==> src/hw/rtl/charged_isolation_sum_with_timing_assert.svh <==
// Assertion macros for the isolation sum RTL.
// Needs nothing else; included by the modules that carry checks.
`ifndef CHARGED_ISOLATION_SUM_WITH_TIMING_ASSERT_SVH
`define CHARGED_ISOLATION_SUM_WITH_TIMING_ASSERT_SVH

// Same-cycle implication, disabled during reset
`define CISUM_ASSERT(label, clk, rst_n, ante, cons) \
    label: assert property (@(posedge clk) disable iff (!rst_n) (ante) |-> (cons)) \
        else $error("cisum check failed");

// Next-cycle implication, disabled during reset
`define CISUM_ASSERT_NEXT(label, clk, rst_n, ante, cons) \
    label: assert property (@(posedge clk) disable iff (!rst_n) (ante) |=> (cons)) \
        else $error("cisum check failed");

`endif

==> src/hw/rtl/cisum_pkg.sv <==
// Shared types and constants for the charged isolation sum block.
// No dependencies; every other RTL file but the assertion macro header uses it.
`default_nettype none

package cisum_pkg;

    // Field widths
    localparam int ETA_W   = 12;
    localparam int PHI_W   = 11;
    localparam int Z_W     = 10;
    localparam int T_W     = 12;
    localparam int PT_W    = 16;
    localparam int KIND_W  = 3;
    localparam int IDX_W   = 8;
    localparam int SUM_W   = 24;
    localparam int DETA_W  = ETA_W + 1;
    localparam int DPHI_W  = PHI_W;
    localparam int DR2_W   = 25;

    // Configuration registers
    localparam int CONE_W     = 22;
    localparam int ZWIN_W     = 10;
    localparam int TWIN_W     = 12;
    localparam int CFG_IDX_W  = 2;
    localparam int CFG_DATA_W = 22;

    localparam logic [CFG_IDX_W-1:0] CFG_CONE = 2'd0;
    localparam logic [CFG_IDX_W-1:0] CFG_ZWIN = 2'd1;
    localparam logic [CFG_IDX_W-1:0] CFG_TWIN = 2'd2;

    localparam logic [CONE_W-1:0] CONE_RESET = 22'd2116;
    localparam logic [ZWIN_W-1:0] ZWIN_RESET = 10'd20;
    localparam logic [TWIN_W-1:0] TWIN_RESET = 12'd10;

    // Default list length
    localparam int MAX_CANDIDATES_DEF = 256;

    // Phi wraps at 1440 angle units
    localparam int PHI_PERIOD = 1440;
    localparam int PHI_HALF   = 720;

    localparam logic [SUM_W-1:0] SUM_MAX = {SUM_W{1'b1}};

    // Command codes
    localparam logic CMD_LOAD = 1'b0;
    localparam logic CMD_CAND = 1'b1;

    // Charged particle kinds
    localparam logic [KIND_W-1:0] KIND_CHARGED_HADRON = 3'd0;
    localparam logic [KIND_W-1:0] KIND_ELECTRON       = 3'd1;
    localparam logic [KIND_W-1:0] KIND_MUON           = 3'd4;

    // One request on the input channel
    typedef struct packed {
        logic                     command;
        logic signed [ETA_W-1:0]  eta;
        logic signed [PHI_W-1:0]  phi;
        logic signed [Z_W-1:0]    z_poca;
        logic signed [T_W-1:0]    time_req;
        logic [PT_W-1:0]          pt;
        logic [KIND_W-1:0]        particle_kind;
        logic                     has_track;
        logic [IDX_W-1:0]         self_index;
        logic                     last;
    } t_item;

    // Control that travels down the pipeline with each request
    typedef struct packed {
        logic valid;
        logic is_load;
        logic last;
        logic hit;
        logic time_ok;
    } t_ctl;

endpackage

`default_nettype wire

==> src/hw/rtl/cisum_ifs.sv <==
// Valid/ready channel interfaces: candidate input, sum output, config writes.
// Depends on cisum_pkg for field widths.
`default_nettype none

interface cisum_in_if;
    logic                               valid;
    logic                               ready;
    logic                               command;
    logic signed [cisum_pkg::ETA_W-1:0] eta;
    logic signed [cisum_pkg::PHI_W-1:0] phi;
    logic signed [cisum_pkg::Z_W-1:0]   z_poca;
    logic signed [cisum_pkg::T_W-1:0]   time_req;
    logic [cisum_pkg::PT_W-1:0]         pt;
    logic [cisum_pkg::KIND_W-1:0]       particle_kind;
    logic                               has_track;
    logic [cisum_pkg::IDX_W-1:0]        self_index;
    logic                               last;

    modport source (
        output valid, command, eta, phi, z_poca, time_req, pt, particle_kind,
               has_track, self_index, last,
        input  ready
    );
    modport sink (
        input  valid, command, eta, phi, z_poca, time_req, pt, particle_kind,
               has_track, self_index, last,
        output ready
    );
endinterface

interface cisum_out_if;
    logic                         valid;
    logic                         ready;
    logic [cisum_pkg::SUM_W-1:0]  charged_iso_sum;
    logic [cisum_pkg::SUM_W-1:0]  timed_iso_sum;

    modport source (output valid, charged_iso_sum, timed_iso_sum, input ready);
    modport sink   (input valid, charged_iso_sum, timed_iso_sum, output ready);
endinterface

interface cisum_cfg_if;
    logic                              valid;
    logic                              ready;
    logic [cisum_pkg::CFG_IDX_W-1:0]   index;
    logic [cisum_pkg::CFG_DATA_W-1:0]  data;

    modport source (output valid, index, data, input ready);
    modport sink   (input valid, index, data, output ready);
endinterface

`default_nettype wire

==> src/hw/rtl/cisum_front.sv <==
// Input register, reference object, candidate counter and the cheap cuts.
// Depends on cisum_pkg.
`default_nettype none

module cisum_front #(
    parameter int MAX_CANDIDATES = cisum_pkg::MAX_CANDIDATES_DEF
) (
    input  logic                                 i_clk,
    input  logic                                 i_rst_n,
    input  logic                                 i_en,
    input  logic                                 i_accept,
    input  cisum_pkg::t_item                     i_item,
    input  logic [cisum_pkg::ZWIN_W-1:0]         i_zwin,
    input  logic [cisum_pkg::TWIN_W-1:0]         i_twin,
    output cisum_pkg::t_ctl                      o_ctl,
    output logic signed [cisum_pkg::DETA_W-1:0]  o_deta,
    output logic signed [cisum_pkg::DPHI_W-1:0]  o_dphi,
    output logic [cisum_pkg::PT_W-1:0]           o_pt
);
    import cisum_pkg::*;

    localparam int CNT_W = $clog2(MAX_CANDIDATES + 1);
    localparam int CMP_W = (CNT_W > IDX_W) ? CNT_W : IDX_W;
    localparam logic [CNT_W-1:0] CNT_MAX = CNT_W'(MAX_CANDIDATES);
    localparam logic signed [PHI_W:0] PHI_HALF_S   = (PHI_W+1)'(PHI_HALF);
    localparam logic signed [PHI_W:0] PHI_PERIOD_S = (PHI_W+1)'(PHI_PERIOD);

    // Input stage
    logic  r_s1_valid;
    t_item r_s1;

    // Reference object and list position
    logic signed [ETA_W-1:0] r_ref_eta;
    logic signed [PHI_W-1:0] r_ref_phi;
    logic signed [Z_W-1:0]   r_ref_z;
    logic signed [T_W-1:0]   r_ref_time;
    logic                    r_ref_trk;
    logic [IDX_W-1:0]        r_ref_idx;
    logic [CNT_W-1:0]        r_cnt;

    // Stage two
    t_ctl                     r_ctl;
    logic signed [DETA_W-1:0] r_deta;
    logic signed [DPHI_W-1:0] r_dphi;
    logic [PT_W-1:0]          r_pt;

    logic signed [DETA_W-1:0] deta;
    logic signed [PHI_W:0]    dphi_raw;
    logic signed [PHI_W:0]    dphi_wrap;
    logic signed [Z_W:0]      dz;
    logic [Z_W:0]             abs_dz;
    logic signed [T_W:0]      dt;
    logic [T_W:0]             abs_dt;
    logic                     is_cand;
    logic                     counted;
    logic                     charged;
    logic                     self_hit;
    logic                     dz_ok;
    logic                     dt_ok;
    t_ctl                     n_ctl;

    // Latch an accepted request
    always_ff @(posedge i_clk) begin
        if (!i_rst_n) begin
            r_s1_valid <= 1'b0;
        end else if (i_en) begin
            r_s1_valid <= i_accept;
        end
    end

    always_ff @(posedge i_clk) begin
        if (i_en && i_accept) begin
            r_s1 <= i_item;
        end
    end

    // Differences against the reference, with phi wrapped into one period
    always_comb begin
        deta      = DETA_W'(r_s1.eta) - DETA_W'(r_ref_eta);
        dphi_raw  = (PHI_W+1)'(r_s1.phi) - (PHI_W+1)'(r_ref_phi);
        if (dphi_raw >= PHI_HALF_S) begin
            dphi_wrap = dphi_raw - PHI_PERIOD_S;
        end else if (dphi_raw < -PHI_HALF_S) begin
            dphi_wrap = dphi_raw + PHI_PERIOD_S;
        end else begin
            dphi_wrap = dphi_raw;
        end
        dz     = (Z_W+1)'(r_s1.z_poca) - (Z_W+1)'(r_ref_z);
        abs_dz = dz[Z_W] ? (Z_W+1)'(-dz) : (Z_W+1)'(dz);
        dt     = (T_W+1)'(r_s1.time_req) - (T_W+1)'(r_ref_time);
        abs_dt = dt[T_W] ? (T_W+1)'(-dt) : (T_W+1)'(dt);
        dz_ok  = abs_dz < {1'b0, i_zwin};
        dt_ok  = abs_dt < {1'b0, i_twin};
    end

    // Candidate selection
    always_comb begin
        is_cand  = (r_s1.command == CMD_CAND);
        counted  = is_cand && (r_cnt < CNT_MAX);
        charged  = (r_s1.particle_kind == KIND_CHARGED_HADRON) ||
                   (r_s1.particle_kind == KIND_ELECTRON) ||
                   (r_s1.particle_kind == KIND_MUON);
        self_hit = (CMP_W'(r_cnt) == CMP_W'(r_ref_idx));

        n_ctl.valid   = r_s1_valid;
        n_ctl.is_load = !is_cand;
        n_ctl.last    = r_s1.last;
        n_ctl.hit     = counted && !self_hit && charged && r_ref_trk &&
                        r_s1.has_track && dz_ok;
        n_ctl.time_ok = dt_ok;
    end

    // Update reference and counter as a request leaves the input stage
    always_ff @(posedge i_clk) begin
        if (!i_rst_n) begin
            r_ref_eta  <= '0;
            r_ref_phi  <= '0;
            r_ref_z    <= '0;
            r_ref_time <= '0;
            r_ref_trk  <= 1'b0;
            r_ref_idx  <= '0;
            r_cnt      <= '0;
        end else if (i_en && r_s1_valid) begin
            if (!is_cand) begin
                r_ref_eta  <= r_s1.eta;
                r_ref_phi  <= r_s1.phi;
                r_ref_z    <= r_s1.z_poca;
                r_ref_time <= r_s1.time_req;
                r_ref_trk  <= r_s1.has_track;
                r_ref_idx  <= r_s1.self_index;
                r_cnt      <= '0;
            end else if (r_s1.last) begin
                r_cnt <= '0;
            end else if (counted) begin
                r_cnt <= r_cnt + CNT_W'(1);
            end
        end
    end

    // Stage two register
    always_ff @(posedge i_clk) begin
        if (!i_rst_n) begin
            r_ctl <= '0;
        end else if (i_en) begin
            r_ctl <= n_ctl;
        end
    end

    always_ff @(posedge i_clk) begin
        if (i_en) begin
            r_deta <= deta;
            r_dphi <= DPHI_W'(dphi_wrap);
            r_pt   <= r_s1.pt;
        end
    end

    assign o_ctl  = r_ctl;
    assign o_deta = r_deta;
    assign o_dphi = r_dphi;
    assign o_pt   = r_pt;

endmodule

`default_nettype wire

==> src/hw/rtl/cisum_cone.sv <==
// Cone test: square the angle differences, then add and compare to the radius.
// Depends on cisum_pkg.
`default_nettype none

module cisum_cone (
    input  logic                                 i_clk,
    input  logic                                 i_rst_n,
    input  logic                                 i_en,
    input  cisum_pkg::t_ctl                      i_ctl,
    input  logic signed [cisum_pkg::DETA_W-1:0]  i_deta,
    input  logic signed [cisum_pkg::DPHI_W-1:0]  i_dphi,
    input  logic [cisum_pkg::PT_W-1:0]           i_pt,
    input  logic [cisum_pkg::CONE_W-1:0]         i_cone,
    output cisum_pkg::t_ctl                      o_ctl,
    output logic [cisum_pkg::PT_W-1:0]           o_pt
);
    import cisum_pkg::*;

    localparam int SQE_W = 2 * DETA_W;
    localparam int SQP_W = 2 * DPHI_W;

    logic signed [SQE_W-1:0] sq_eta;
    logic signed [SQP_W-1:0] sq_phi;

    // Square stage
    t_ctl             r_sq_ctl;
    logic [DR2_W-2:0] r_sq_eta;
    logic [DR2_W-2:0] r_sq_phi;
    logic [PT_W-1:0]  r_sq_pt;

    // Compare stage
    logic [DR2_W-1:0] dr2;
    logic             in_cone;
    t_ctl             n_ctl;
    t_ctl             r_ctl;
    logic [PT_W-1:0]  r_pt;

    // Both squares are non-negative and below 2^24
    assign sq_eta = i_deta * i_deta;
    assign sq_phi = i_dphi * i_dphi;

    always_ff @(posedge i_clk) begin
        if (!i_rst_n) begin
            r_sq_ctl <= '0;
        end else if (i_en) begin
            r_sq_ctl <= i_ctl;
        end
    end

    always_ff @(posedge i_clk) begin
        if (i_en) begin
            r_sq_eta <= sq_eta[DR2_W-2:0];
            r_sq_phi <= {{(DR2_W-1-SQP_W){1'b0}}, sq_phi};
            r_sq_pt  <= i_pt;
        end
    end

    // Add and compare against the squared radius
    always_comb begin
        dr2     = {1'b0, r_sq_eta} + {1'b0, r_sq_phi};
        in_cone = dr2 < DR2_W'(i_cone);
        n_ctl     = r_sq_ctl;
        n_ctl.hit = r_sq_ctl.hit && in_cone;
    end

    always_ff @(posedge i_clk) begin
        if (!i_rst_n) begin
            r_ctl <= '0;
        end else if (i_en) begin
            r_ctl <= n_ctl;
        end
    end

    always_ff @(posedge i_clk) begin
        if (i_en) begin
            r_pt <= r_sq_pt;
        end
    end

    assign o_ctl = r_ctl;
    assign o_pt  = r_pt;

endmodule

`default_nettype wire

==> src/hw/rtl/cisum_accum.sv <==
// Saturating sum accumulators, result register and pipeline advance.
// Depends on cisum_pkg and the assertion macro header.
`default_nettype none

`include "charged_isolation_sum_with_timing_assert.svh"

module cisum_accum (
    input  logic                          i_clk,
    input  logic                          i_rst_n,
    input  cisum_pkg::t_ctl               i_ctl,
    input  logic [cisum_pkg::PT_W-1:0]    i_pt,
    input  logic                          i_out_ready,
    output logic                          o_en,
    output logic                          o_out_valid,
    output logic [cisum_pkg::SUM_W-1:0]   o_sum,
    output logic [cisum_pkg::SUM_W-1:0]   o_timed
);
    import cisum_pkg::*;

    logic [SUM_W-1:0] r_sum;
    logic [SUM_W-1:0] r_timed;
    logic [SUM_W-1:0] n_sum;
    logic [SUM_W-1:0] n_timed;
    logic             r_out_valid;
    logic [SUM_W-1:0] r_out_sum;
    logic [SUM_W-1:0] r_out_timed;

    logic [SUM_W:0]   sum_add;
    logic [SUM_W:0]   timed_add;
    logic [SUM_W-1:0] sum_sat;
    logic [SUM_W-1:0] timed_sat;
    logic             emit;

    // Stall only when a result is due and the result register is still full
    assign emit = i_ctl.valid && i_ctl.last;
    assign o_en = !(emit && r_out_valid && !i_out_ready);

    // Saturating adds and next sums
    always_comb begin
        sum_add   = {1'b0, r_sum} + (SUM_W+1)'(i_pt);
        timed_add = {1'b0, r_timed} + (SUM_W+1)'(i_pt);
        sum_sat   = sum_add[SUM_W] ? SUM_MAX : sum_add[SUM_W-1:0];
        timed_sat = timed_add[SUM_W] ? SUM_MAX : timed_add[SUM_W-1:0];

        if (i_ctl.is_load) begin
            n_sum   = '0;
            n_timed = '0;
        end else begin
            n_sum   = i_ctl.hit ? sum_sat : r_sum;
            n_timed = (i_ctl.hit && i_ctl.time_ok) ? timed_sat : r_timed;
        end
    end

    // Accumulate; clear after the list ends
    always_ff @(posedge i_clk) begin
        if (!i_rst_n) begin
            r_sum   <= '0;
            r_timed <= '0;
        end else if (o_en && i_ctl.valid) begin
            if (i_ctl.last) begin
                r_sum   <= '0;
                r_timed <= '0;
            end else begin
                r_sum   <= n_sum;
                r_timed <= n_timed;
            end
        end
    end

    // Result register
    always_ff @(posedge i_clk) begin
        if (!i_rst_n) begin
            r_out_valid <= 1'b0;
        end else if (o_en && emit) begin
            r_out_valid <= 1'b1;
        end else if (i_out_ready) begin
            r_out_valid <= 1'b0;
        end
    end

    always_ff @(posedge i_clk) begin
        if (o_en && emit) begin
            r_out_sum   <= n_sum;
            r_out_timed <= n_timed;
        end
    end

    assign o_out_valid = r_out_valid;
    assign o_sum       = r_out_sum;
    assign o_timed     = r_out_timed;

    // The timed sum is a subset of the charged sum
    `CISUM_ASSERT(a_acc_order, i_clk, i_rst_n, 1'b1, r_timed <= r_sum)
    `CISUM_ASSERT(a_out_order, i_clk, i_rst_n, r_out_valid, r_out_timed <= r_out_sum)
    // A load or the end of a list leaves both sums empty
    `CISUM_ASSERT_NEXT(a_clear, i_clk, i_rst_n,
        o_en && i_ctl.valid && (i_ctl.last || i_ctl.is_load),
        r_sum == '0 && r_timed == '0)

endmodule

`default_nettype wire

==> src/hw/rtl/charged_isolation_sum_with_timing.sv <==
// Top level of the charged isolation sum with timing cut.
// Depends on cisum_pkg, cisum_ifs, cisum_front, cisum_cone and cisum_accum.
`default_nettype none

// Takes one request per clock while the pipeline is not paused. A load
// request sets the reference object and starts a new list; candidate
// requests are summed into a charged isolation sum and a timed sum, and the
// request marked last returns both sums. A request passes the input
// register, the difference stage, the square stage and the cone compare
// stage on its way into the accumulator and result register. The pipeline
// pauses only while a result is due and the previous one still waits in the
// result register; requests that give no result keep flowing meanwhile.
// Configuration writes are taken every cycle and should be made while no
// list is in flight.
module charged_isolation_sum_with_timing #(
    parameter int MAX_CANDIDATES = cisum_pkg::MAX_CANDIDATES_DEF
) (
    input  logic         i_clk,
    input  logic         i_rst_n,
    cisum_cfg_if.sink    i_cfg,
    cisum_in_if.sink     i_in,
    cisum_out_if.source  o_res
);
    import cisum_pkg::*;

    logic [CONE_W-1:0] r_cone;
    logic [ZWIN_W-1:0] r_zwin;
    logic [TWIN_W-1:0] r_twin;

    logic en;
    t_item item;

    t_ctl                     s2_ctl;
    logic signed [DETA_W-1:0] s2_deta;
    logic signed [DPHI_W-1:0] s2_dphi;
    logic [PT_W-1:0]          s2_pt;
    t_ctl                     s4_ctl;
    logic [PT_W-1:0]          s4_pt;

    // Configuration registers
    assign i_cfg.ready = 1'b1;

    always_ff @(posedge i_clk) begin
        if (!i_rst_n) begin
            r_cone <= CONE_RESET;
            r_zwin <= ZWIN_RESET;
            r_twin <= TWIN_RESET;
        end else if (i_cfg.valid) begin
            unique case (i_cfg.index)
                CFG_CONE: r_cone <= i_cfg.data[CONE_W-1:0];
                CFG_ZWIN: r_zwin <= i_cfg.data[ZWIN_W-1:0];
                CFG_TWIN: r_twin <= i_cfg.data[TWIN_W-1:0];
                default: begin
                end
            endcase
        end
    end

    // Gather the request fields
    always_comb begin
        item.command       = i_in.command;
        item.eta           = i_in.eta;
        item.phi           = i_in.phi;
        item.z_poca        = i_in.z_poca;
        item.time_req      = i_in.time_req;
        item.pt            = i_in.pt;
        item.particle_kind = i_in.particle_kind;
        item.has_track     = i_in.has_track;
        item.self_index    = i_in.self_index;
        item.last          = i_in.last;
    end

    assign i_in.ready = en;

    cisum_front #(
        .MAX_CANDIDATES (MAX_CANDIDATES)
    ) u_front (
        .i_clk    (i_clk),
        .i_rst_n  (i_rst_n),
        .i_en     (en),
        .i_accept (i_in.valid),
        .i_item   (item),
        .i_zwin   (r_zwin),
        .i_twin   (r_twin),
        .o_ctl    (s2_ctl),
        .o_deta   (s2_deta),
        .o_dphi   (s2_dphi),
        .o_pt     (s2_pt)
    );

    cisum_cone u_cone (
        .i_clk   (i_clk),
        .i_rst_n (i_rst_n),
        .i_en    (en),
        .i_ctl   (s2_ctl),
        .i_deta  (s2_deta),
        .i_dphi  (s2_dphi),
        .i_pt    (s2_pt),
        .i_cone  (r_cone),
        .o_ctl   (s4_ctl),
        .o_pt    (s4_pt)
    );

    cisum_accum u_accum (
        .i_clk       (i_clk),
        .i_rst_n     (i_rst_n),
        .i_ctl       (s4_ctl),
        .i_pt        (s4_pt),
        .i_out_ready (o_res.ready),
        .o_en        (en),
        .o_out_valid (o_res.valid),
        .o_sum       (o_res.charged_iso_sum),
        .o_timed     (o_res.timed_iso_sum)
    );

endmodule

`default_nettype wire

==> src/flat_wrapper.sv <==
// flat-port wrapper written by rule: the top's interface ports become plain ports
module charged_isolation_sum_with_timing_flat import cisum_pkg::*;
#(
    parameter int MAX_CANDIDATES = cisum_pkg::MAX_CANDIDATES_DEF
)
  (i_clk, i_rst_n, i_cfg_valid, i_cfg_index, i_cfg_data, i_cfg_ready, i_in_valid, i_in_command, i_in_eta, i_in_phi, i_in_z_poca, i_in_time_req, i_in_pt, i_in_particle_kind, i_in_has_track, i_in_self_index, i_in_last, i_in_ready, o_res_valid, o_res_charged_iso_sum, o_res_timed_iso_sum, o_res_ready);
  cisum_cfg_if i_cfg_i ();
  cisum_in_if i_in_i ();
  cisum_out_if o_res_i ();
  input  logic i_clk;
  input  logic i_rst_n;
  input wire logic [$bits(i_cfg_i.valid)-1:0] i_cfg_valid;
  input wire logic [$bits(i_cfg_i.index)-1:0] i_cfg_index;
  input wire logic [$bits(i_cfg_i.data)-1:0] i_cfg_data;
  output wire logic [$bits(i_cfg_i.ready)-1:0] i_cfg_ready;
  input wire logic [$bits(i_in_i.valid)-1:0] i_in_valid;
  input wire logic [$bits(i_in_i.command)-1:0] i_in_command;
  input wire logic [$bits(i_in_i.eta)-1:0] i_in_eta;
  input wire logic [$bits(i_in_i.phi)-1:0] i_in_phi;
  input wire logic [$bits(i_in_i.z_poca)-1:0] i_in_z_poca;
  input wire logic [$bits(i_in_i.time_req)-1:0] i_in_time_req;
  input wire logic [$bits(i_in_i.pt)-1:0] i_in_pt;
  input wire logic [$bits(i_in_i.particle_kind)-1:0] i_in_particle_kind;
  input wire logic [$bits(i_in_i.has_track)-1:0] i_in_has_track;
  input wire logic [$bits(i_in_i.self_index)-1:0] i_in_self_index;
  input wire logic [$bits(i_in_i.last)-1:0] i_in_last;
  output wire logic [$bits(i_in_i.ready)-1:0] i_in_ready;
  output wire logic [$bits(o_res_i.valid)-1:0] o_res_valid;
  output wire logic [$bits(o_res_i.charged_iso_sum)-1:0] o_res_charged_iso_sum;
  output wire logic [$bits(o_res_i.timed_iso_sum)-1:0] o_res_timed_iso_sum;
  input wire logic [$bits(o_res_i.ready)-1:0] o_res_ready;
  assign i_cfg_i.valid = i_cfg_valid;
  assign i_cfg_i.index = i_cfg_index;
  assign i_cfg_i.data = i_cfg_data;
  assign i_cfg_ready = i_cfg_i.ready;
  assign i_in_i.valid = i_in_valid;
  assign i_in_i.command = i_in_command;
  assign i_in_i.eta = i_in_eta;
  assign i_in_i.phi = i_in_phi;
  assign i_in_i.z_poca = i_in_z_poca;
  assign i_in_i.time_req = i_in_time_req;
  assign i_in_i.pt = i_in_pt;
  assign i_in_i.particle_kind = i_in_particle_kind;
  assign i_in_i.has_track = i_in_has_track;
  assign i_in_i.self_index = i_in_self_index;
  assign i_in_i.last = i_in_last;
  assign i_in_ready = i_in_i.ready;
  assign o_res_valid = o_res_i.valid;
  assign o_res_charged_iso_sum = o_res_i.charged_iso_sum;
  assign o_res_timed_iso_sum = o_res_i.timed_iso_sum;
  assign o_res_i.ready = o_res_ready;
  charged_isolation_sum_with_timing #(.MAX_CANDIDATES(MAX_CANDIDATES)) u_core (.i_clk(i_clk), .i_rst_n(i_rst_n), .i_cfg(i_cfg_i), .i_in(i_in_i), .o_res(o_res_i));
endmodule
==> config.mk <==
export PLATFORM = sky130hd
export DESIGN_NAME = charged_isolation_sum_with_timing_flat
export DESIGN_NICKNAME = d
export VERILOG_FILES = /design/src/hw/rtl/cisum_pkg.sv /design/src/hw/rtl/cisum_ifs.sv /design/src/hw/rtl/cisum_front.sv /design/src/hw/rtl/cisum_cone.sv /design/src/hw/rtl/cisum_accum.sv /design/src/hw/rtl/charged_isolation_sum_with_timing.sv /design/src/flat_wrapper.sv
export VERILOG_INCLUDE_DIRS = /design/src /design/src/hw/rtl
export SDC_FILE = /design/constraint.sdc
export NUM_CORES = 1
export LEC_CHECK = 0
export BUFFER_PORTS_ARGS = -buffer_cell sky130_fd_sc_hd__buf_2
export CAP_MARGIN = 0
export CORE_AREA = 2 2 281 283
export DETAILED_ROUTE_END_ITERATION = 12
export DIE_AREA = 0 0 283 285
export HOLD_SLACK_MARGIN = 0.03
export PLACE_DENSITY_LB_ADDON = 0.3
export SLEW_MARGIN = 0
export SYNTH_ARGS = -nofsm -noshare
export SYNTH_HDL_FRONTEND = slang
export SYNTH_SLANG_ARGS = --single-unit
==> constraint.sdc <==
create_clock -name i_clk -period 17.7 [get_ports i_clk]
set_input_delay 3.54 -clock i_clk [delete_from_list [all_inputs] [get_ports i_clk]]
set_output_delay 3.54 -clock i_clk [all_outputs]
set_load 0.02 [all_outputs]
==> results.yml <==
clock_tree:
  ctsLongestPathBuffers: 3
  cts.sinks: 411
  cts_tree: "yes"
  htreeDepth: 2
  numCtsBuffers: 47
  clk_pin_slew_ps: 60
  ctsHoldBuffers: 0
  clockRootBuffer: "clkbuf_16"
  cts_setup_buffers: 0
  cts_resized: 0
  insertion_delay_ps: 590
hold_path:
  holdCritPathClass: "register to register"
drt:
  drtAntennaViolNets: 0
  via_count: 21000
  wl_per_cell_um: 15.3
  viasPerCell: 4.92
  dr.first_iter.drc_count: 1066
  dr.pass1.iters: 5
  wl_um: 65400
  drcViolationCount: 0
setup_path:
  cp_common_cell: "buf_2"
  crit_arrival_ps: 4700
  cp-start-kind: "primary input"
  critPathRequiredTime_ps: 14160
  path_max_fanout: 27
  cpPeakStageDelay_ps: 300
  cpMaxStageDelayCell: "buf_4"
  critPathKind: "primary input to primary output"
  worstPathCellList: "buf_2, nand2b_1, nor2_2, buf_4, inv_6, buf_2"
  end_kind: "primary output"
placed_design:
  numPortBuffers: 153
  dp_hpwl_um: 49700
  gp_congestion: 0.813
  placed_area_um2: 31900
floorplanning:
  dieArea_um2: 80700
  ioPinCount: 155
  initial_core_util_pct: 38.5
  die_w_um: 283
  rows: 103
  core_area_um2: 78000
  dieHeight_um: 285
yosys:
  seq_area_frac_synth_pct: 35.3
  ys_ff_latch: 411
  synth_top_area_share_pct: 23.9
  synthFlopType: "edfxtp_1"
  syn-num-nets: 3652
  synth_edf_count: 239
  synth.avg_cell_area_um2: 9.85
  synthDistinctLibCells: 91
  yosys_warnings: 0
  ys_async_sr_fraction_pct: 0
  syn_area_um2: 30100
  syn_inst: 3051
  synth_area_leaders: "edfxtp_1, fa_1, dfxtp_1"
  synth_top_area_cell: "edfxtp_1"
sta:
  hold_viol: 0
  period_needed_ps: 8240
  fmax_ghz: 0.121
  tns_ps: 0
  slew_violations: 0
  fin_skew_ps: 12.0
  grt_setup_unrepaired: "no"
  slew_headroom_pct: 30.6
  setup_viol: 0
  fin_crit_sh_pct: 46.6
  worst_pin_slew_ps: 1030
  worst_hold_slack_ps: 416
cells_and_area:
  fillerInstances: 7540
  multiInputGateArea_um2: 17300
  fin_util_pct: 42.9
  drive_gt1_share_pct: 9.23
  stdcell_area_um2: 33400
  nNetsFinal: 3771
  area_growth_pct: 11.2
  final-seq-area_um2: 10600
status:
  outcome: "finished clean"
grt:
  grt_usage_pct: 16.4
  grt_pass1_vias: 21100
  grt_max_degree: 83
  grt_pass1_wl_um: 108000
  overflow: 0
  antenna_found_initial: 7
run:
  maxCapViolations: 0
-- registers in the layout, summed over array words and instances (netlist names), 13 cells and up --
name,count
u_core.r_cone,22
u_core.u_accum.o_sum,24
u_core.u_accum.o_timed,24
u_core.u_accum.r_sum,24
u_core.u_accum.r_timed,24
u_core.u_cone.o_pt,16
u_core.u_cone.r_sq_eta,23
u_core.u_cone.r_sq_phi,21
u_core.u_cone.r_sq_pt,16
u_core.u_front.o_deta,13
u_core.u_front.o_pt,16
u_core.u_front.r_s1,73
-- critical path: cells and delay by family --
| kind | cells | cell delay, ps |
|---|---|---|
| buffers and inverters | 4 | 760 |
| and+or+nand+nor | 2 | 360 |
-- stage by stage --
| stage | cells | worst slack (ps) |
|---|---|---|
| finish | 4261 | 9460 |
| global route | 4260 | 9370 |
| CTS | 4258 | 9440 |
| detailed placement | 4171 | 9450 |
| global placement | 4171 | 9440 |
| floorplan | 3051 | 6760 |
-- metal layers --
layer | global-route usage [%] | wire, µm
met5 | 0 | 11
met3 | 2.06 | 2460
met1 | 21.6 | 30100
met2 | 28.7 | 31700
met4 | 3.59 | 1150
-- final cells by class --
class	count	area share [%]
multi-input combinational	2083	51.9
tap	1050	3.93
clock inverter	25	0.614
timing repair buffer	166	2.58
inverter	461	5.22
sequential	411	31.8
antenna	3	0.0225
clock buffer	62	3.96
-- cells in the final DEF, fill, tap and decap left out, types with 11 or more instances in the layout --
master,instances
a211oi_1,44
a21boi_0,11
a21o_1,25
a21oi_1,193
a22o_1,19
a311oi_1,12
a31oi_1,20
and2_1,72
and3_1,17
buf_2,153
buf_4,13
clkbuf_16,48
clkinv_2,13
dfxtp_1,172
edfxtp_1,239
fa_1,242
ha_1,255
inv_1,457
mux2i_1,17
nand2_1,359
nand2b_1,20
nand3_1,28
nand4_1,14
nor2_1,157
nor2b_1,45
nor3_1,46
o211ai_1,16
o21a_1,36
o21ai_0,89
o31ai_1,12
or3_1,15
xnor2_1,109
xor2_1,38
-- synth_stat cells, types with 17 or more instances --
library cell / count
mux2i_1: 17
a21oi_1: 193
edfxtp_1: 239
dfxtp_1: 172
a31oi_1: 20
xor2_1: 38
a21o_1: 25
nand2_1: 359
o21ai_0: 89
nor3_1: 46
nor2b_1: 46
inv_1: 458
nor2_1: 160
a22o_1: 19
xnor2_1: 109
fa_1: 242
ha_1: 255
and3_1: 17
a211oi_1: 44
nand3_1: 28
o21a_1: 36
nand2b_1: 20
and2_1: 72
clkbuf_1: 87
-- cell families after synthesis --
logic type	after synthesis	share of synthesized area (%)
AND/OR/NAND/NOR	832	13.0
AO/OA/AOI/OAI	588	13.0
buffers and inverters	557	7.04
adder cells (fa/ha/maj)	497	26.7
flip-flops	411	35.3
XOR/XNOR	148	4.38
multiplexers	17	0.566
other	1	0.0125
-- final timing paths --
check                           cells after the start                       from  slack [ps]                         end
worst max register to register                     17  u_core.u_front.o_deta[12]       11360  u_core.u_cone.r_sq_eta[23]
worst min register to register                      0  u_core.u_cone.r_sq_pt[15]         420      u_core.u_cone.o_pt[15]
worst min-delay path                                0  u_core.u_cone.r_sq_pt[15]         420      u_core.u_cone.o_pt[15]
worst max-delay path                                6                o_res_ready        9460                  i_in_ready
Power is left out: the tool's default activity adds up to more than one toggle a clock period on the data nets, which glitch-free logic cannot reach.
